--- config.mk ---
export PLATFORM = sky130hd
export DESIGN_NAME = current_voltage_averager_core
export DESIGN_NICKNAME = d
export VERILOG_FILES = /design/src/hdl/cva_pkg.sv /design/src/hdl/cva_serial.sv /design/src/hdl/current_voltage_averager_core.sv
export SDC_FILE = /design/constraint.sdc
export NUM_CORES = 1
export LEC_CHECK = 0
export BUFFER_PORTS_ARGS = -buffer_cell sky130_fd_sc_hd__buf_4
export CELL_PAD_IN_SITES_DETAIL_PLACEMENT = 1
export CELL_PAD_IN_SITES_GLOBAL_PLACEMENT = 1
export CORE_UTILIZATION = 31
export CTS_BUF_LIST = sky130_fd_sc_hd__clkbuf_4 sky130_fd_sc_hd__clkbuf_8
export CTS_CLUSTER_SIZE = 28
export DETAILED_ROUTE_END_ITERATION = 8
export PLACE_DENSITY = 0.62
export SYNTH_ARGS = -nofsm -noshare
export SYNTH_HDL_FRONTEND = slang
export SYNTH_SLANG_ARGS = --single-unit
--- constraint.sdc ---
create_clock -name i_clk -period 8.81 [get_ports i_clk]
set_input_delay 1.762 -clock i_clk [delete_from_list [all_inputs] [get_ports i_clk]]
set_output_delay 1.762 -clock i_clk [all_outputs]
set_load 0.01 [all_outputs]
--- src/hdl/cva_pkg.sv ---
package cva_pkg;

    // ADC and fixed-point format
    localparam int ADC_BITS  = 12;
    localparam int FRAC_BITS = 8;
    localparam int SCALE_SH  = 16 - FRAC_BITS;   // Q8.16 gain product down to Q.FRAC_BITS

    // field widths
    localparam int IN_W   = 12;
    localparam int CUR_W  = 32;
    localparam int VH_W   = 20;
    localparam int GAIN_W = 24;
    localparam int CNT_W  = 8;
    localparam int ZO_W   = 13;
    localparam int VAL_W  = 32;

    localparam int S_TDATA_W = ((3 * IN_W + 7) / 8) * 8;
    localparam int M_TDATA_W = ((CUR_W + VH_W + 7) / 8) * 8;

    // clamp difference: (clamp - ref) - zero_offset
    localparam int D_W = (((ADC_BITS + 1) > ZO_W) ? (ADC_BITS + 1) : ZO_W) + 1;

    // shared serial unit
    localparam int MA_W   = 32;
    localparam int MB_W   = GAIN_W;
    localparam int ACC_W  = MA_W + MB_W;
    localparam int DIV_W  = 41;
    localparam int STEP_W = $clog2(DIV_W + 1);

    localparam logic [CNT_W-1:0] VOLT_SCALE = CNT_W'(100);
    localparam logic [VH_W-1:0]  VH_MAX     = '1;

    // configuration register indexes
    localparam int CFG_IDX_W = 3;
    localparam logic [CFG_IDX_W-1:0] CFG_ZERO_OFFSET  = 3'd0;
    localparam logic [CFG_IDX_W-1:0] CFG_CLAMP_GAIN   = 3'd1;
    localparam logic [CFG_IDX_W-1:0] CFG_VOLTAGE_GAIN = 3'd2;
    localparam logic [CFG_IDX_W-1:0] CFG_INNER_COUNT  = 3'd3;
    localparam logic [CFG_IDX_W-1:0] CFG_OUTER_COUNT  = 3'd4;

    typedef enum logic {
        SU_MUL,
        SU_DIV
    } t_su_op;

    typedef struct packed {
        logic              start;
        t_su_op            op;
        logic [DIV_W-1:0]  opa;     // multiplicand or dividend
        logic [MB_W-1:0]   opb;     // multiplier, MSB aligned, or divisor in low bits
        logic [STEP_W-1:0] steps;
    } t_su_cmd;

    typedef struct packed {
        logic             done;
        logic [ACC_W-1:0] result;
    } t_su_rsp;

    typedef enum logic [3:0] {
        PH_IDLE,
        PH_MUL_X,
        PH_MUL_I,
        PH_DIV_I,
        PH_MUL_O,
        PH_DIV_O,
        PH_MUL_V,
        PH_MUL_VA,
        PH_DIV_V,
        PH_MUL_H,
        PH_EMIT
    } t_phase;

    // sign-magnitude to saturated signed 32
    function automatic logic [VAL_W-1:0] f_sat_s32(input logic neg,
                                                   input logic [DIV_W-1:0] mag);
        logic [VAL_W-1:0] res;
        if (!neg) begin
            res = (mag > DIV_W'(32'h7FFF_FFFF)) ? 32'h7FFF_FFFF : mag[VAL_W-1:0];
        end else begin
            res = (mag > DIV_W'(32'h8000_0000)) ? 32'h8000_0000
                                                : (~mag[VAL_W-1:0] + 32'd1);
        end
        return res;
    endfunction

    function automatic logic [VAL_W-1:0] f_sat_u32(input logic [DIV_W-1:0] mag);
        logic [VAL_W-1:0] res;
        res = (mag > DIV_W'(32'hFFFF_FFFF)) ? 32'hFFFF_FFFF : mag[VAL_W-1:0];
        return res;
    endfunction

endpackage

--- src/hdl/cva_serial.sv ---
module cva_serial import cva_pkg::*; (
    input  logic    i_clk,
    input  logic    i_rst_n,
    input  t_su_cmd i_cmd,
    output t_su_rsp o_rsp
);

    logic              r_busy;
    logic              r_done;
    logic [STEP_W-1:0] r_cnt;
    t_su_op            r_op;
    logic [MA_W-1:0]   r_a;
    logic [MB_W-1:0]   r_b;
    logic [ACC_W-1:0]  r_acc;
    logic [CNT_W-1:0]  r_rem;

    logic [ACC_W-1:0]  n_acc;
    logic [MB_W-1:0]   n_b;
    logic [CNT_W-1:0]  n_rem;
    logic [CNT_W:0]    w_trial;
    logic              w_ge;

    // one multiplier bit (MSB first) or one quotient bit per cycle
    always_comb begin
        w_trial = {r_rem, r_acc[DIV_W-1]};
        w_ge    = (w_trial >= {1'b0, r_b[CNT_W-1:0]});
        n_acc   = r_acc;
        n_b     = r_b;
        n_rem   = r_rem;
        unique case (r_op)
            SU_MUL: begin
                n_acc = {r_acc[ACC_W-2:0], 1'b0}
                      + (r_b[MB_W-1] ? {{MB_W{1'b0}}, r_a} : '0);
                n_b   = {r_b[MB_W-2:0], 1'b0};
            end
            SU_DIV: begin
                n_rem = w_ge ? CNT_W'(w_trial - {1'b0, r_b[CNT_W-1:0]}) : w_trial[CNT_W-1:0];
                n_acc = {r_acc[ACC_W-1:DIV_W], r_acc[DIV_W-2:0], w_ge};
            end
            default: begin
                n_acc = r_acc;
            end
        endcase
    end

    always_ff @(posedge i_clk) begin
        if (!i_rst_n) begin
            r_busy <= 1'b0;
            r_done <= 1'b0;
            r_cnt  <= '0;
            r_op   <= SU_MUL;
        end else begin
            r_done <= 1'b0;
            if (i_cmd.start) begin
                r_busy <= 1'b1;
                r_cnt  <= i_cmd.steps;
                r_op   <= i_cmd.op;
            end else if (r_busy) begin
                r_cnt <= r_cnt - 1'b1;
                if (r_cnt == STEP_W'(1)) begin
                    r_busy <= 1'b0;
                    r_done <= 1'b1;
                end
            end
        end
    end

    always_ff @(posedge i_clk) begin
        if (i_cmd.start) begin
            r_a   <= i_cmd.opa[MA_W-1:0];
            r_b   <= i_cmd.opb;
            r_rem <= '0;
            r_acc <= (i_cmd.op == SU_DIV) ? {{(ACC_W-DIV_W){1'b0}}, i_cmd.opa} : '0;
        end else if (r_busy) begin
            r_a   <= r_a;
            r_b   <= n_b;
            r_rem <= n_rem;
            r_acc <= n_acc;
        end
    end

    assign o_rsp.done   = r_done;
    assign o_rsp.result = r_acc;

    a_no_restart: assert property (@(posedge i_clk) disable iff (!i_rst_n)
        i_cmd.start |-> !r_busy)
        else $error("serial unit restarted while busy");

    a_done_idle: assert property (@(posedge i_clk) disable iff (!i_rst_n)
        r_done |-> !r_busy)
        else $error("serial unit done while still busy");

    a_rem_range: assert property (@(posedge i_clk) disable iff (!i_rst_n)
        (r_busy && r_op == SU_DIV) |-> (r_rem < r_b[CNT_W-1:0]))
        else $error("partial remainder not below divisor");

endmodule

--- src/hdl/current_voltage_averager_core.sv ---
// Cascaded moving-average filter for a current clamp and a voltage. Each input
// item carries a clamp sample, its reference and a voltage sample. The scaled clamp
// difference feeds an inner average over inner_count items; at the end of each inner
// run the inner value feeds an outer average and the scaled voltage feeds a voltage
// average, and after outer_count inner runs one result item (current in Q.8, voltage
// in hundredths) is sent and the outer average restarts from zero. All products and
// divisions go one bit per cycle through a single shared shift-add / restoring-divide
// unit, and the 41-step divisions dominate the time an item takes. The input is taken
// only while no item is in flight; a finished result waits in the output register
// while the next items are taken.
module current_voltage_averager_core import cva_pkg::*; (
    input  logic                 i_clk,
    input  logic                 i_rst_n,
    input  logic                 i_s_tvalid,
    output logic                 o_s_tready,
    // [11:0] clamp_sample, [23:12] clamp_reference, [35:24] voltage_sample
    input  logic [S_TDATA_W-1:0] i_s_tdata,
    output logic                 o_m_tvalid,
    input  logic                 i_m_tready,
    // [31:0] current_value, [51:32] voltage_hundredths
    output logic [M_TDATA_W-1:0] o_m_tdata,
    input  logic                 i_cfg_we,
    input  logic [CFG_IDX_W-1:0] i_cfg_addr,
    input  logic [GAIN_W-1:0]    i_cfg_wdata
);

    // configuration
    logic signed [ZO_W-1:0] r_zo;
    logic [GAIN_W-1:0]      r_cgain;
    logic [GAIN_W-1:0]      r_vgain;
    logic [CNT_W-1:0]       r_ncnt;
    logic [CNT_W-1:0]       r_mcnt;

    // filter state
    logic [VAL_W-1:0]       r_inner;
    logic [VAL_W-1:0]       r_outer;
    logic [VAL_W-1:0]       r_vavg;
    logic [CNT_W-1:0]       r_inner_idx;
    logic [CNT_W-1:0]       r_outer_idx;
    logic                   r_run_end;
    logic                   r_meas_end;

    // sequencer
    t_phase                 r_phase;
    t_phase                 n_phase;
    logic                   r_go;
    logic                   n_go;

    // scratch
    logic signed [D_W-1:0]  r_d;
    logic [ADC_BITS-1:0]    r_volt;
    logic [VAL_W-1:0]       r_x;
    logic [VAL_W-1:0]       r_v;
    logic [DIV_W-1:0]       r_sum_mag;
    logic                   r_mneg;
    logic [VH_W-1:0]        r_h;

    // output register
    logic                   r_out_valid;
    logic [CUR_W-1:0]       r_out_cur;
    logic [VH_W-1:0]        r_out_vh;

    t_su_cmd                w_cmd;
    t_su_rsp                w_rsp;
    logic                   w_cmd_neg;
    logic                   w_load_out;
    logic                   w_s_acc;
    logic                   w_slot_free;

    logic [CNT_W-1:0]       w_n;
    logic [CNT_W-1:0]       w_m;
    logic [CNT_W-1:0]       w_in_next;
    logic [CNT_W-1:0]       w_out_next;
    logic                   w_run_end;
    logic                   w_meas_end;

    logic [ADC_BITS-1:0]    w_clamp;
    logic [ADC_BITS-1:0]    w_cref;
    logic signed [D_W-1:0]  w_d;
    logic [D_W-1:0]         w_d_mag;
    logic [VAL_W-1:0]       w_inner_mag;
    logic [VAL_W-1:0]       w_outer_mag;

    logic signed [DIV_W+1:0] w_prod;
    logic signed [DIV_W+1:0] w_term;
    logic signed [DIV_W+1:0] w_addend;
    logic signed [DIV_W+1:0] w_sum;
    logic [DIV_W+1:0]        w_sum_abs;
    logic [ACC_W-1:0]        w_scaled;
    logic [ACC_W-1:0]        w_hmag;

    cva_serial u_serial (
        .i_clk   (i_clk),
        .i_rst_n (i_rst_n),
        .i_cmd   (w_cmd),
        .o_rsp   (w_rsp)
    );

    // a count of zero acts as one
    assign w_n = (r_ncnt == '0) ? CNT_W'(1) : r_ncnt;
    assign w_m = (r_mcnt == '0) ? CNT_W'(1) : r_mcnt;

    assign o_s_tready  = (r_phase == PH_IDLE);
    assign w_s_acc     = i_s_tvalid && o_s_tready;
    assign w_slot_free = !r_out_valid || i_m_tready;

    assign w_clamp = ADC_BITS'(i_s_tdata[IN_W-1:0]);
    assign w_cref  = ADC_BITS'(i_s_tdata[2*IN_W-1:IN_W]);
    assign w_d     = $signed({{(D_W-ADC_BITS){1'b0}}, w_clamp})
                   - $signed({{(D_W-ADC_BITS){1'b0}}, w_cref})
                   - $signed({{(D_W-ZO_W){r_zo[ZO_W-1]}}, r_zo});

    // run bookkeeping is settled when the item is taken
    assign w_in_next  = r_inner_idx + 1'b1;
    assign w_run_end  = !((w_in_next < w_n) && (w_in_next != '0));
    assign w_out_next = r_outer_idx + 1'b1;
    assign w_meas_end = w_run_end && !((w_out_next < w_m) && (w_out_next != '0));

    assign w_d_mag     = r_d[D_W-1] ? D_W'(-r_d) : D_W'(r_d);
    assign w_inner_mag = r_inner[VAL_W-1] ? (~r_inner + 1'b1) : r_inner;
    assign w_outer_mag = r_outer[VAL_W-1] ? (~r_outer + 1'b1) : r_outer;

    // (N-1)*prev with its sign, plus the new term
    always_comb begin
        w_prod = $signed({2'b00, w_rsp.result[DIV_W-1:0]});
        w_term = r_mneg ? -w_prod : w_prod;
        case (r_phase)
            PH_MUL_I: w_addend = $signed({{(DIV_W+2-VAL_W){r_x[VAL_W-1]}}, r_x});
            PH_MUL_O: w_addend = $signed({{(DIV_W+2-VAL_W){r_inner[VAL_W-1]}}, r_inner});
            default:  w_addend = $signed({{(DIV_W+2-VAL_W){1'b0}}, r_v});
        endcase
        w_sum     = w_term + w_addend;
        w_sum_abs = w_sum[DIV_W+1] ? (DIV_W+2)'(-w_sum) : (DIV_W+2)'(w_sum);
    end

    assign w_scaled = w_rsp.result >> SCALE_SH;
    assign w_hmag   = w_rsp.result >> FRAC_BITS;

    always_ff @(posedge i_clk) begin
        if (!i_rst_n) begin
            r_phase <= PH_IDLE;
            r_go    <= 1'b0;
        end else begin
            r_phase <= n_phase;
            r_go    <= n_go;
        end
    end

    always_comb begin
        n_phase    = r_phase;
        n_go       = 1'b0;
        w_cmd      = '0;
        w_cmd.op   = SU_MUL;
        w_cmd_neg  = 1'b0;
        w_load_out = 1'b0;
        unique case (r_phase)
            PH_IDLE: begin
                if (w_s_acc) begin
                    n_phase = PH_MUL_X;
                    n_go    = 1'b1;
                end
            end
            PH_MUL_X: begin
                w_cmd.opa   = DIV_W'(w_d_mag);
                w_cmd.opb   = r_cgain;
                w_cmd.steps = STEP_W'(GAIN_W);
                w_cmd_neg   = r_d[D_W-1];
                if (w_rsp.done) begin
                    n_phase = PH_MUL_I;
                    n_go    = 1'b1;
                end
            end
            PH_MUL_I: begin
                w_cmd.opa   = DIV_W'(w_inner_mag);
                w_cmd.opb   = {w_n - 1'b1, {(MB_W-CNT_W){1'b0}}};
                w_cmd.steps = STEP_W'(CNT_W);
                w_cmd_neg   = r_inner[VAL_W-1];
                if (w_rsp.done) begin
                    n_phase = PH_DIV_I;
                    n_go    = 1'b1;
                end
            end
            PH_DIV_I: begin
                w_cmd.op    = SU_DIV;
                w_cmd.opa   = r_sum_mag;
                w_cmd.opb   = MB_W'(w_n);
                w_cmd.steps = STEP_W'(DIV_W);
                if (w_rsp.done) begin
                    n_phase = r_run_end ? PH_MUL_O : PH_IDLE;
                    n_go    = r_run_end;
                end
            end
            PH_MUL_O: begin
                w_cmd.opa   = DIV_W'(w_outer_mag);
                w_cmd.opb   = {w_m - 1'b1, {(MB_W-CNT_W){1'b0}}};
                w_cmd.steps = STEP_W'(CNT_W);
                w_cmd_neg   = r_outer[VAL_W-1];
                if (w_rsp.done) begin
                    n_phase = PH_DIV_O;
                    n_go    = 1'b1;
                end
            end
            PH_DIV_O: begin
                w_cmd.op    = SU_DIV;
                w_cmd.opa   = r_sum_mag;
                w_cmd.opb   = MB_W'(w_m);
                w_cmd.steps = STEP_W'(DIV_W);
                if (w_rsp.done) begin
                    n_phase = PH_MUL_V;
                    n_go    = 1'b1;
                end
            end
            PH_MUL_V: begin
                w_cmd.opa   = DIV_W'(r_volt);
                w_cmd.opb   = r_vgain;
                w_cmd.steps = STEP_W'(GAIN_W);
                if (w_rsp.done) begin
                    n_phase = PH_MUL_VA;
                    n_go    = 1'b1;
                end
            end
            PH_MUL_VA: begin
                w_cmd.opa   = DIV_W'(r_vavg);
                w_cmd.opb   = {w_n - 1'b1, {(MB_W-CNT_W){1'b0}}};
                w_cmd.steps = STEP_W'(CNT_W);
                if (w_rsp.done) begin
                    n_phase = PH_DIV_V;
                    n_go    = 1'b1;
                end
            end
            PH_DIV_V: begin
                w_cmd.op    = SU_DIV;
                w_cmd.opa   = r_sum_mag;
                w_cmd.opb   = MB_W'(w_n);
                w_cmd.steps = STEP_W'(DIV_W);
                if (w_rsp.done) begin
                    n_phase = r_meas_end ? PH_MUL_H : PH_IDLE;
                    n_go    = r_meas_end;
                end
            end
            PH_MUL_H: begin
                w_cmd.opa   = DIV_W'(r_vavg);
                w_cmd.opb   = {VOLT_SCALE, {(MB_W-CNT_W){1'b0}}};
                w_cmd.steps = STEP_W'(CNT_W);
                if (w_rsp.done) begin
                    n_phase = PH_EMIT;
                end
            end
            PH_EMIT: begin
                if (w_slot_free) begin
                    w_load_out = 1'b1;
                    n_phase    = PH_IDLE;
                end
            end
            default: begin
                n_phase = PH_IDLE;
            end
        endcase
        w_cmd.start = r_go && (r_phase != PH_IDLE) && (r_phase != PH_EMIT);
    end

    // configuration, filter state and output handshake
    always_ff @(posedge i_clk) begin
        if (!i_rst_n) begin
            r_zo        <= '0;
            r_cgain     <= GAIN_W'(65536);
            r_vgain     <= GAIN_W'(65536);
            r_ncnt      <= CNT_W'(20);
            r_mcnt      <= CNT_W'(10);
            r_inner     <= '0;
            r_outer     <= '0;
            r_vavg      <= '0;
            r_inner_idx <= '0;
            r_outer_idx <= '0;
            r_run_end   <= 1'b0;
            r_meas_end  <= 1'b0;
            r_out_valid <= 1'b0;
        end else begin
            if (i_cfg_we) begin
                unique case (i_cfg_addr)
                    CFG_ZERO_OFFSET:  r_zo    <= $signed(i_cfg_wdata[ZO_W-1:0]);
                    CFG_CLAMP_GAIN:   r_cgain <= i_cfg_wdata;
                    CFG_VOLTAGE_GAIN: r_vgain <= i_cfg_wdata;
                    CFG_INNER_COUNT:  r_ncnt  <= i_cfg_wdata[CNT_W-1:0];
                    CFG_OUTER_COUNT:  r_mcnt  <= i_cfg_wdata[CNT_W-1:0];
                    default: ;
                endcase
            end
            if (w_s_acc) begin
                r_run_end   <= w_run_end;
                r_meas_end  <= w_meas_end;
                r_inner_idx <= w_run_end ? '0 : w_in_next;
                if (w_run_end) begin
                    r_outer_idx <= w_meas_end ? '0 : w_out_next;
                end
            end
            if (w_rsp.done) begin
                case (r_phase)
                    PH_DIV_I: r_inner <= f_sat_s32(r_mneg, w_rsp.result[DIV_W-1:0]);
                    PH_DIV_O: r_outer <= f_sat_s32(r_mneg, w_rsp.result[DIV_W-1:0]);
                    PH_DIV_V: r_vavg  <= f_sat_u32(w_rsp.result[DIV_W-1:0]);
                    default: ;
                endcase
            end
            if (w_load_out) begin
                r_outer     <= '0;
                r_out_valid <= 1'b1;
            end else if (i_m_tready) begin
                r_out_valid <= 1'b0;
            end
        end
    end

    // scratch and output payload
    always_ff @(posedge i_clk) begin
        if (w_s_acc) begin
            r_d    <= w_d;
            r_volt <= ADC_BITS'(i_s_tdata[3*IN_W-1:2*IN_W]);
        end
        if (w_cmd.start && w_cmd.op == SU_MUL) begin
            r_mneg <= w_cmd_neg;
        end
        if (w_rsp.done) begin
            case (r_phase)
                PH_MUL_X: r_x <= f_sat_s32(r_mneg, w_scaled[DIV_W-1:0]);
                PH_MUL_I, PH_MUL_O, PH_MUL_VA: begin
                    r_sum_mag <= w_sum_abs[DIV_W-1:0];
                    r_mneg    <= w_sum[DIV_W+1];
                end
                PH_MUL_V: r_v <= f_sat_u32(w_scaled[DIV_W-1:0]);
                PH_MUL_H: r_h <= (w_hmag > ACC_W'(VH_MAX)) ? VH_MAX : w_hmag[VH_W-1:0];
                default: ;
            endcase
        end
        if (w_load_out) begin
            r_out_cur <= r_outer;
            r_out_vh  <= r_h;
        end
    end

    assign o_m_tvalid = r_out_valid;
    assign o_m_tdata  = {{(M_TDATA_W-CUR_W-VH_W){1'b0}}, r_out_vh, r_out_cur};

    a_emit_only: assert property (@(posedge i_clk) disable iff (!i_rst_n)
        $rose(r_out_valid) |-> ($past(r_phase) == PH_EMIT))
        else $error("result raised outside the emit step");

    a_done_phase: assert property (@(posedge i_clk) disable iff (!i_rst_n)
        w_rsp.done |-> (r_phase != PH_IDLE && r_phase != PH_EMIT))
        else $error("serial unit finished with no operation pending");

    a_meas_in_run: assert property (@(posedge i_clk) disable iff (!i_rst_n)
        (r_phase != PH_IDLE && r_meas_end) |-> r_run_end)
        else $error("measurement end without inner run end");

endmodule
==> summary.txt, run 1 <==
Setup path
  – RR Startpoint: u_serial.r_acc[15]
  – Reg-to-reg setup timing slack: roughly 1.4 ns
  – CP max-delay cell: nor4_1
  – Max FO, Critical Path: 25
  – Reg-to-reg endpoint: r_sum_mag[1]
  – R2R cell count: 24
  – Largest stage delay on the critical path: 0.55 ns
  – Critical path data arrival time: 7.88 ns
  – Worst path cell trace: buf_4 -> nor4_1 -> nor3b_1 -> and2_4 -> nand2_4 -> or3_4 -> or3_4 -> or3_1 -> nor3_2 -> nand2_1 -> nand2_1 -> xnor2_1 -> ha_1 -> a21oi_1 -> o21ai_0 -> a21oi_1 -> o21ai_0 -> nor4_1 -> a21oi_1 -> a211o_1 -> a21oi_1 -> xor2_4 -> buf_4 -> mux2_2
  – Crit end category: register
  – Worst Setup Path Type: register to register
  – CP Launch Type: register
  – Critical Path Most Common Cell: a21oi_1
  – Req. time, crit path: roughly 9.3 ns

Timing
  – Worst Tran Pin Value: roughly 1.2 ns
  – Final worst slack: 1.43 ns
  – Tmin final: between 7 and 8 ns
  – RSZ-0062 raised after global routing: false
  – Fin crit share: approximately 84%
  – Setup Total Neg Slack: 0 ns
  – Peak Freq: about 140 MHz
  – Setup-failing EPs final: 0
  – Hold_ws: about 0.42 ns
  – Final setup skew: 0.0283 ns
  – Final hold vios: 0
  – Slew headroom: 18.6%
  – Pins Over Slew Limit: 0

Power
  – Pleak: ~13 nW
  – Pwr dens: between 300 and 400 mW/mm²
  – Worst vdd ir: about 0.00016 V

Synthesis
  – Number of synthesized flops with an enable pin: roughly 320
  – Mapped Cells: roughly 3,700
  – Ys Warns: 0
  – Synth unique cells: slightly below 90
  – Synth top area cells: edfxtp_1, dfxtp_1, nand2_1
  – Async S/R FF share, synth: 0%
  – Mapped Avg Cell Area: just under 9 µm²
  – Post-synthesis sequential area ratio: between 40% and 50%
  – Ys flop type: edfxtp_1
  – Yosys top cell area share: between 20% and 30%
  – Most common cell in the synthesized netlist: nand2_1
  – Top cells by count, synth: nand2_1, a21oi_1, edfxtp_1
  – Dominant cell type by area after synthesis: edfxtp_1
  – Netlist Area Pre-Place: about 0.032 mm²
  – Synth Register Bits: 530

Flow run
  – Max Cap Viol: 0

Min path
  – Critical hold path startpoint: r_h[3]
  – Cells on Worst Hold Path: 0
  – Hold Crit Class: register to register
  – WHS Endpoint: r_out_vh[3]

Run status
  – Status: finished clean

Floorplanning
  – Height of the chip: approximately 320 µm
  – Row count: 117
  – Total die area: 0.105 mm²
  – Core area: between 0.1 and 0.15 mm²
  – Initial core utilization: 31.5%
  – Die W: around 320 µm
  – Io pins: 130

Cells and area
  – Area delta synth->final: 13.8%
  – Nets: between 3,000 and 4,000
  – Layout cells sized above 1: between 10% and 20%
  – Final-layout fill cell count: roughly 12,000

Clock network
  – Clk pin slew, worst setup/hold paths: 0.06 ns
  – Clock root cell: clkbuf_8
  – Post-CTS Resized: 0
  – Post CTS Setup Buffer Count: 0
  – CTS Buf Count: 99
  – Sink Count: 530
  – CTS Buffer Depth: 3
  – Skew-Pair Late Insertion Delay: roughly 0.76 ns
  – CTS Hold Bufs: 0
  – CTS tree: yes
  – H-tree depth: 3

Routing
  – Via/cell ratio: about 5.6
  – TritonRoute pass-1 iters: 6
  – DRC violations left: 0
  – DRT iter0 DRCs: approximately 2,200
  – Post-DR wirelength/cell: roughly 24 µm
  – Vias post-DR: about 29,000
  – Final wirelength: about 120,000 µm
  – Detail Route Antenna Nets: 0

Placement
  – IO buf count: between 100 and 150
  – Gpl congestion: roughly 0.96
  – HPWL Detailed: about 89,000 µm
  – Pre-CTS setup slack: roughly 1.5 ns

GRT
  – Pin count of the biggest net entering global routing: 70
  – Initial antenna violation count: 0
  – Global route overflow: 0
  – First-pass GRT wire length: between 150,000 and 200,000 µm
  – Tot GR Track Use: 22.8%
  – Vias in the first global route: between 20,000 and 30,000
## where the power goes
part           switching (mW)  internal, mW
clock network            1.17          1.38
logic                    4.11          2.25
registers               0.271          3.15
total                    5.55          6.77
## cell type report
type / count / area (µm²) / area share [%]
Sequential cell: 530 / 13800 / 37.5
Inverter: 138 / 520 / 1.42
Antenna cell: 1 / 2.50 / 0.00682
Clock buffer: 142 / 1800 / 4.92
Multi-Input combinational cell: 2747 / 17100 / 46.7
Tap cell: 1368 / 1710 / 4.67
Timing Repair Buffer: 194 / 1470 / 4.00
Clock inverter: 44 / 265 / 0.723
## layer usage
layer	track usage [%]	vias to the layer above	share of wire (%)
met4	8.99	0	4.2
met3	2.84	272	5.0
met1	29.7	14300	44
li1	-	13400	-
met5	0	-	0
met2	38.1	844	47
## per-stage QoR
stage | instance area (µm²) | instances | power, mW | utilization [%]
2_1_floorplan | 32300 | 3660 | 7.84 | -
3_3_place_gp | 34600 | 4977 | 9.63 | 33.8
3_5_place_dp | 34600 | 4977 | 9.72 | 33.8
4_1_cts | 36700 | 5163 | 12.3 | 35.8
5_1_grt | 36700 | 5163 | 13.1 | 35.8
6_report | 36700 | 5164 | 12.3 | 35.8
## critical path: cells and delay by family, from the launching register on
family | cells | cell delay, ns
AOI/OAI and AO/OA | 7 | 1.42
xor gates and xnor gates | 2 | 0.56
adders and majority gates | 1 | 0.40
buffers and inverters | 2 | 0.66
DFF | 1 | 0.37
muxes | 1 | 0.38
and+or+nand+nor | 11 | 3.35
## placed cells by master (no fill, tap or decap), types with 39 or more instances in the layout
master    Yosys  routed
edfxtp_1    315     315
o21ai_0     230     228
a21o_1       42      42
ha_1        134     134
nor3_1       98      94
dfxtp_1     215     213
nand3_1      40      39
and2_1       45      43
nand2_1     617     617
nand2b_1     40      39
xnor2_1     165     165
nor2_1      196     191
inv_1       136     134
buf_4         4     193
clkbuf_8      0     118
a21oi_1     315     314
a22oi_1      49      49
or2_2        42      42
xor2_1      111     110
## cells by family (layout without fill, tap and decap cells)
| family | Yosys count | in the layout | share of synthesized area, % |
|---|---|---|---|
| and+or+nand+nor | 1291 | 1291 | 18.8 |
| AOI/OAI and AO/OA | 1028 | 1028 | 20.7 |
| DFF | 530 | 530 | 42.7 |
| buffers and inverters | 383 | 518 | 4.54 |
| xor gates and xnor gates | 276 | 276 | 7.50 |
| adders and majority gates | 139 | 139 | 5.51 |
| muxes | 9 | 9 | 0.283 |
| other | 1 | 5 | 0.0116 |
## flip-flops by register name, summed over array words and instances (netlist names), 13 cells and up
signal / cells
r_cgain: 24
r_d: 14
r_h: 20
r_inner: 32
r_out_cur: 32
r_out_vh: 20
r_outer: 32
r_sum_mag: 41
r_v: 32
r_vavg: 32
r_vgain: 24
r_x: 32
r_zo: 13
u_serial.r_a: 32
u_serial.r_acc: 56
u_serial.r_b: 24
## how the worst max path moves through the flow
| stage | start | end | depth (start not counted) |
|---|---|---|---|
| 2_1_floorplan | u_serial.r_acc[8] | r_sum_mag[40] | 23 |
| 3_3_place_gp | u_serial.r_acc[15] | r_sum_mag[1] | 24 |
| 3_5_place_dp | u_serial.r_acc[15] | r_sum_mag[1] | 24 |
| 4_1_cts | u_serial.r_acc[15] | r_sum_mag[1] | 24 |
| 5_1_grt | u_serial.r_acc[15] | r_sum_mag[1] | 24 |
| 6_report | u_serial.r_acc[15] | r_sum_mag[1] | 24 |
(Power assumes the default switching activity.)
==> inputs of run 2 (changes only) <==
Clock period 8.81 ns to 7.3 ns, I/O delays scaled along.
==> run 2 against run 1 <==
Critical path depth shrank 3. Sequential share of layout area shrank 0.10 points. Setup slack lost 0.94 ns. Total power grew 20%. Via count shrank 0.37%. Non-clock buffer count grew 25. Combinational power grew 23%. Clock-buffer cell count shrank 10. Utilization grew 0.099 points. Largest power group unchanged.
==> summary.txt, run 2 (synthesis results as in run 1) <==
Run status
  – Status: finished clean

GRT
  – Initial antenna violation count: 1
  – First-pass GRT wire length: ~180,000 µm
  – Vias in the first global route: about 29,000
  – Tot GR Track Use: 22.6%
  – Pin count of the biggest net entering global routing: 66
  – Global route overflow: 0

Cells and area
  – Most common cell after layout, fill and taps aside: nand2_1
  – Final instance area: ~0.037 mm²
  – Final-layout fill cell count: about 12,000
  – Top flop regs: u_serial.r_acc (56), r_sum_mag (41)
  – Commonest non-fill, non-tap cells in the layout: nand2_1, edfxtp_1, a21oi_1, o21ai_0, buf_4
  – Area delta synth->final: 14.1%
  – Largest register FFs: between 50 and 60
  – Layout cells sized above 1: 12.9%
  – Nets: between 3,000 and 4,000
  – Ant diodes: 0
  – Largest Register: u_serial.r_acc

Routing
  – Post-DR wirelength/cell: between 20 and 25 µm
  – DRT iter0 DRCs: 2,226
  – Detail Route Antenna Nets: 0
  – TritonRoute pass-1 iters: 7
  – Vias post-DR: roughly 29,000
  – DRC violations left: 0
  – Final wirelength: 122,000 µm
  – Via/cell ratio: between 5 and 6

Placement
  – IO buf count: 121
  – Gpl congestion: 0.923
  – HPWL Detailed: between 80,000 and 90,000 µm
  – Post-Place Cell Area: ~0.035 mm²

Clock network
  – Post CTS Setup Buffer Count: 0
  – CTS Hold Bufs: 0
  – CTS tree: yes
  – CTS Buf Count: 95
  – H-tree depth: 3
  – Skew-Pair Late Insertion Delay: approximately 0.76 ns
  – Clk pin slew, worst setup/hold paths: approximately 0.060 ns
  – Clock root cell: clkbuf_8
  – Sink Count: 530
  – CTS Buffer Depth: 3
  – Post-CTS Resized: 0

Power
  – Pwr dens: just over 400 mW/mm²
  – Part of the power in the clock network: 20.0%
  – Pleak: 13.3 nW
  – Net Sw Frac: around 45%
  – Sequential fraction of design power: ~28%
  – Int Pwr: a little over 8 mW
  – Total net switching power: about 6.6 mW
  – Worst vdd ir: about 0.00019 V
  – Comb pwr share: between 50% and 60%

Floorplanning
  – Core area: slightly above 0.1 mm²
  – Die W: 325 µm
  – Row count: about 120
  – Total die area: approximately 0.11 mm²
  – Io pins: 130
  – Initial core utilization: between 30% and 40%
  – Height of the chip: between 300 and 400 µm

Timing
  – RSZ-0062 raised after global routing: false
  – Slew headroom: 22.4%
  – Fin crit share: between 90% and 100%
  – Final hold vios: 0
  – Hold_ws: 0.417 ns
  – Peak Freq: ~150 MHz
  – Tmin final: slightly below 7 ns
  – Setup Total Neg Slack: 0 ns
  – Setup-failing EPs final: 0
  – Pins Over Slew Limit: 0
  – Final setup skew: about 0.041 ns
  – Worst Tran Pin Value: 1.16 ns

Setup path
  – Req. time, crit path: slightly below 8 ns
  – CP Launch Type: register
  – Worst Setup Path Type: register to register
  – Max FO, Critical Path: 7
  – Critical path data arrival time: between 7 and 8 ns
  – Crit end category: register

Min path
  – Hold Crit Class: register to register

Flow run
  – Max Cap Viol: 0
## run 2: changes by cell type in the layout (fill, tap and decap cells not counted)
| cell | change |
|---|---|
| diode_2 | -1 |
| inv_8 | -1 |
| clkinvlp_4 | -2 |
| clkinv_4 | +1 |
| clkbuf_8 | -1 |
| buf_4 | +25 |
| clkbuf_4 | -9 |
| clkinv_1 | +4 |
## run 2: path summary, 6_finish.rpt
path / depth (start not counted) / end / startpoint / slack, ns
max: 21 / r_sum_mag[40] / u_serial.r_acc[9] / 0.49
min: 0 / r_out_vh[9] / r_h[9] / 0.42
max reg2reg: 21 / r_sum_mag[40] / u_serial.r_acc[9] / 0.49
min reg2reg: 0 / r_out_vh[9] / r_h[9] / 0.42
## run 2: per-stage QoR
stage	power, mW	worst slack, ns	util [%]	instances
final	14.8	0.491	35.9	5180
after floorplan	9.46	1.07	-	3660
after global routing	15.8	0.0272	35.9	5180
after CTS	14.8	0.564	35.9	5180
after global placement	11.7	0.597	34.0	5002
after detailed placement	11.8	0.590	34.0	5002
## run 2: critical path: stages (launching register included)
cell and delay (ns):
edfxtp_1 0.45, inv_1 0.16, ha_1 0.25, nor3b_1 0.31, nand4_1 0.28, or3_1 0.42
or3_1 0.36, or3_1 0.39, or3_1 0.35, o21ai_1 0.19, xnor2_1 0.23, ha_1 0.38
a21oi_1 0.28, o21ai_0 0.24, o31ai_1 0.34, xor2_1 0.19, buf_4 0.15, or3b_1 0.41
or4_1 0.60, nor3_1 0.28, a31oi_1 0.15, xnor2_1 0.16
## run 2: power groups by stage
stage / Combinational [mW] / Sequential (mW) / Clock, mW
after floorplan: 5.48 / 3.99 / 0
after global placement: 7.60 / 4.13 / 0
after detailed placement: 7.67 / 4.13 / 0
after CTS: 7.73 / 4.07 / 3.03
after global routing: 8.51 / 4.10 / 3.15
final: 7.79 / 4.08 / 2.96
## run 2: cell type report
class,instances,area (µm²),share of cell area [%]
clock inverter,46,263,0.714
tap,1368,1710,4.65
multi-input combinational,2747,17100,46.6
inverter,138,520,1.41
sequential,530,13800,37.4
timing repair buffer,219,1660,4.50
clock buffer,132,1720,4.68
## run 2: per-layer routing
metal	track usage, %	vias up	wire [µm]
met5	0	-	0
li1	-	13400	-
met1	29.0	14300	52900
met2	38.1	797	58600
met3	2.94	221	5750
met4	9.25	0	4850
==> inputs of run 3 (changes only) <==
Settings changed: CELL_PAD_IN_SITES_DETAIL_PLACEMENT 1 to 0.
==> run 3 against run 2 <==
Clock-buffer cell count increased by 12. Hold slack improved by 0.00070 ns. Non-clock buffer count is the same. Critical path type unchanged.
==> summary.txt, run 3 (synthesis results as in run 1) <==
Power
  – Overall Power: between 10 and 15 mW
  – Worst vdd ir: 0.000182 V
  – Pwr dens: 399 mW/mm²
  – Pleak: ~13 nW

Clock network
  – Clock root cell: clkbuf_8
  – CTS tree: yes
  – Sink Count: between 500 and 600
  – H-tree depth: 3
  – Skew-Pair Late Insertion Delay: 0.74 ns
  – CTS Buffer Depth: 3
  – CTS Buf Count: between 90 and 100
  – Post CTS Setup Buffer Count: 0
  – Clk pin slew, worst setup/hold paths: about 0.060 ns

Timing
  – Final setup skew: 0.0516 ns
  – Final hold vios: 0
  – Tmin final: 6.72 ns
  – Slew headroom: between 10% and 20%
  – Setup-failing EPs final: 0
  – Fin crit share: about 90%
  – Peak Freq: roughly 150 MHz
  – RSZ-0062 raised after global routing: false
  – Pins Over Slew Limit: 0
  – Setup Total Neg Slack: 0 ns
  – Worst Tran Pin Value: roughly 1.2 ns

Placement
  – IO buf count: 121
  – HPWL Detailed: 84,800 µm
  – Cell count after placement: 5,002
  – Gpl congestion: 0.923
  – Post-Place Cell Area: 0.0348 mm²

Setup path
  – Max FO, Critical Path: 17
  – Critical path data arrival time: 7.17 ns
  – Crit path buffers/inverters: 2
  – Req. time, crit path: slightly below 8 ns
  – Largest stage delay on the critical path: 0.64 ns
  – Worst path cell trace: nor4_1 -> nor3b_1 -> buf_4 -> and2_4 -> nand2_4 -> or3_4 -> or3_4 -> or3_1 -> nor3_2 -> nand2_1 -> nand2_1 -> xnor2_1 -> ha_1 -> a21oi_1 -> o21ai_0 -> a21oi_1 -> o21ai_0 -> nor4_1 -> a21oi_1 -> a211o_1 -> a21oi_1 -> xor2_4 -> buf_4 -> mux2_2
  – Critical Path Most Common Cell: a21oi_1
  – CP Launch Type: register
  – Worst Setup Path Type: register to register
  – Cell family with the largest share of critical-path delay: simple AND/OR/NAND/NOR gates
  – Crit end category: register
  – CP max-delay cell: nor4_1

Floorplanning
  – Io pins: between 100 and 150
  – Total die area: 0.105 mm²
  – Initial core utilization: 31.5%
  – Height of the chip: 325 µm
  – Die W: ~320 µm
  – Row count: between 100 and 150
  – Core area: a little over 0.1 mm²

Routing
  – Final wirelength: around 120,000 µm
  – Detail Route Antenna Nets: 0
  – DRC violations left: 0
  – DRT iter0 DRCs: around 2,400
  – TritonRoute pass-1 iters: 5
  – Met1 wire length: a little over 50,000 µm
  – WL met3: between 6000 and 7000 µm
  – Met2 wire length: 55,700 µm
  – Post-DR wirelength/cell: 22.8 µm
  – Max Used Layer: met5
  – Vias post-DR: 28,000
  – Via/cell ratio: around 5.4

GRT
  – Global route overflow: 0
  – Pin count of the biggest net entering global routing: 66
  – Tot GR Track Use: a little over a fifth
  – First-pass GRT wire length: 175,000 µm
  – Vias in the first global route: 26,800
  – Initial antenna violation count: 3

Cells and area
  – Layout cells sized above 1: 13.1%
  – Largest register FFs: 56
  – Top flop regs: u_serial.r_acc (56), r_sum_mag (41)
  – Commonest non-fill, non-tap cells in the layout: nand2_1, edfxtp_1, a21oi_1, o21ai_0, buf_4
  – Final instance area: about 0.037 mm²
  – Fin util: a little over a third
  – Area delta synth->final: 13.8%
  – Ant diodes: 0
  – Non-filler cells, final: around 5,200
  – Most common cell after layout, fill and taps aside: nand2_1
  – Nets: a little under 4,000
  – Largest Register: u_serial.r_acc

Run status
  – Status: finished clean

Min path
  – Hold Crit Class: register to register

Flow run
  – Max Cap Viol: 0
run 3: cell type report:
class	instances	area, µm²
clock inverter	28	166
multi-input combinational	2747	17200
timing repair buffer	219	1660
clock buffer	144	1730
tap	1368	1710
fill	10700	65800
inverter	138	520
sequential	530	13800
run 3: final timing paths:
check	depth (start not counted)	slack, ns	end	startpoint
setup / recovery	24	0.58	r_sum_mag[1]	u_serial.r_acc[17]
hold / removal	0	0.42	r_out_vh[10]	r_h[10]
setup reg to reg	24	0.58	r_sum_mag[1]	u_serial.r_acc[17]
hold reg to reg	0	0.42	r_out_vh[10]	r_h[10]
run 3: layer usage:
layer | GRT usage [%] | vias to the layer above
met1 | 28.6 | 13500
met4 | 8.11 | 2
met3 | 2.91 | 220
li1 | - | 13400
met5 | 0 | -
met2 | 36.2 | 863
run 3: what timing repair did:
action | CTS | global route
hold buffers | 0 | 0
endpoints found under the setup margin | 0 | 1
gates resized for setup | 0 | 1
run 3: per-stage QoR:
stage	hold WS (ns)	setup slack, ns
global placement	0.400	0.597
finish	0.418	0.577
floorplan	0.400	1.07
detailed placement	0.406	0.618
global route	0.423	0.182
CTS	0.420	0.528
run 3: report_power, final:
group	internal (mW)	leakage, nW	switching [mW]	total (mW)
sequential	3.80	4.45	0.272	4.07
clock	1.55	1.02	1.32	2.87
combinational	2.79	7.82	4.91	7.70
total	8.13	13.3	6.50	14.6
run 3: worst reg2reg max path, cell delays in order, from the launching register on:
cell and delay [ns]:
edfxtp_1 0.39, nor4_1 0.64, nor3b_1 0.33, buf_4 0.19, and2_4 0.18, nand2_4 0.07, or3_4 0.36, or3_4 0.38
or3_1 0.36, nor3_2 0.20, nand2_1 0.20, nand2_1 0.16, xnor2_1 0.09, ha_1 0.41, a21oi_1 0.22, o21ai_0 0.13
a21oi_1 0.12, o21ai_0 0.16, nor4_1 0.20, a21oi_1 0.17, a211o_1 0.29, a21oi_1 0.39, xor2_4 0.19, buf_4 0.25
mux2_2 0.37
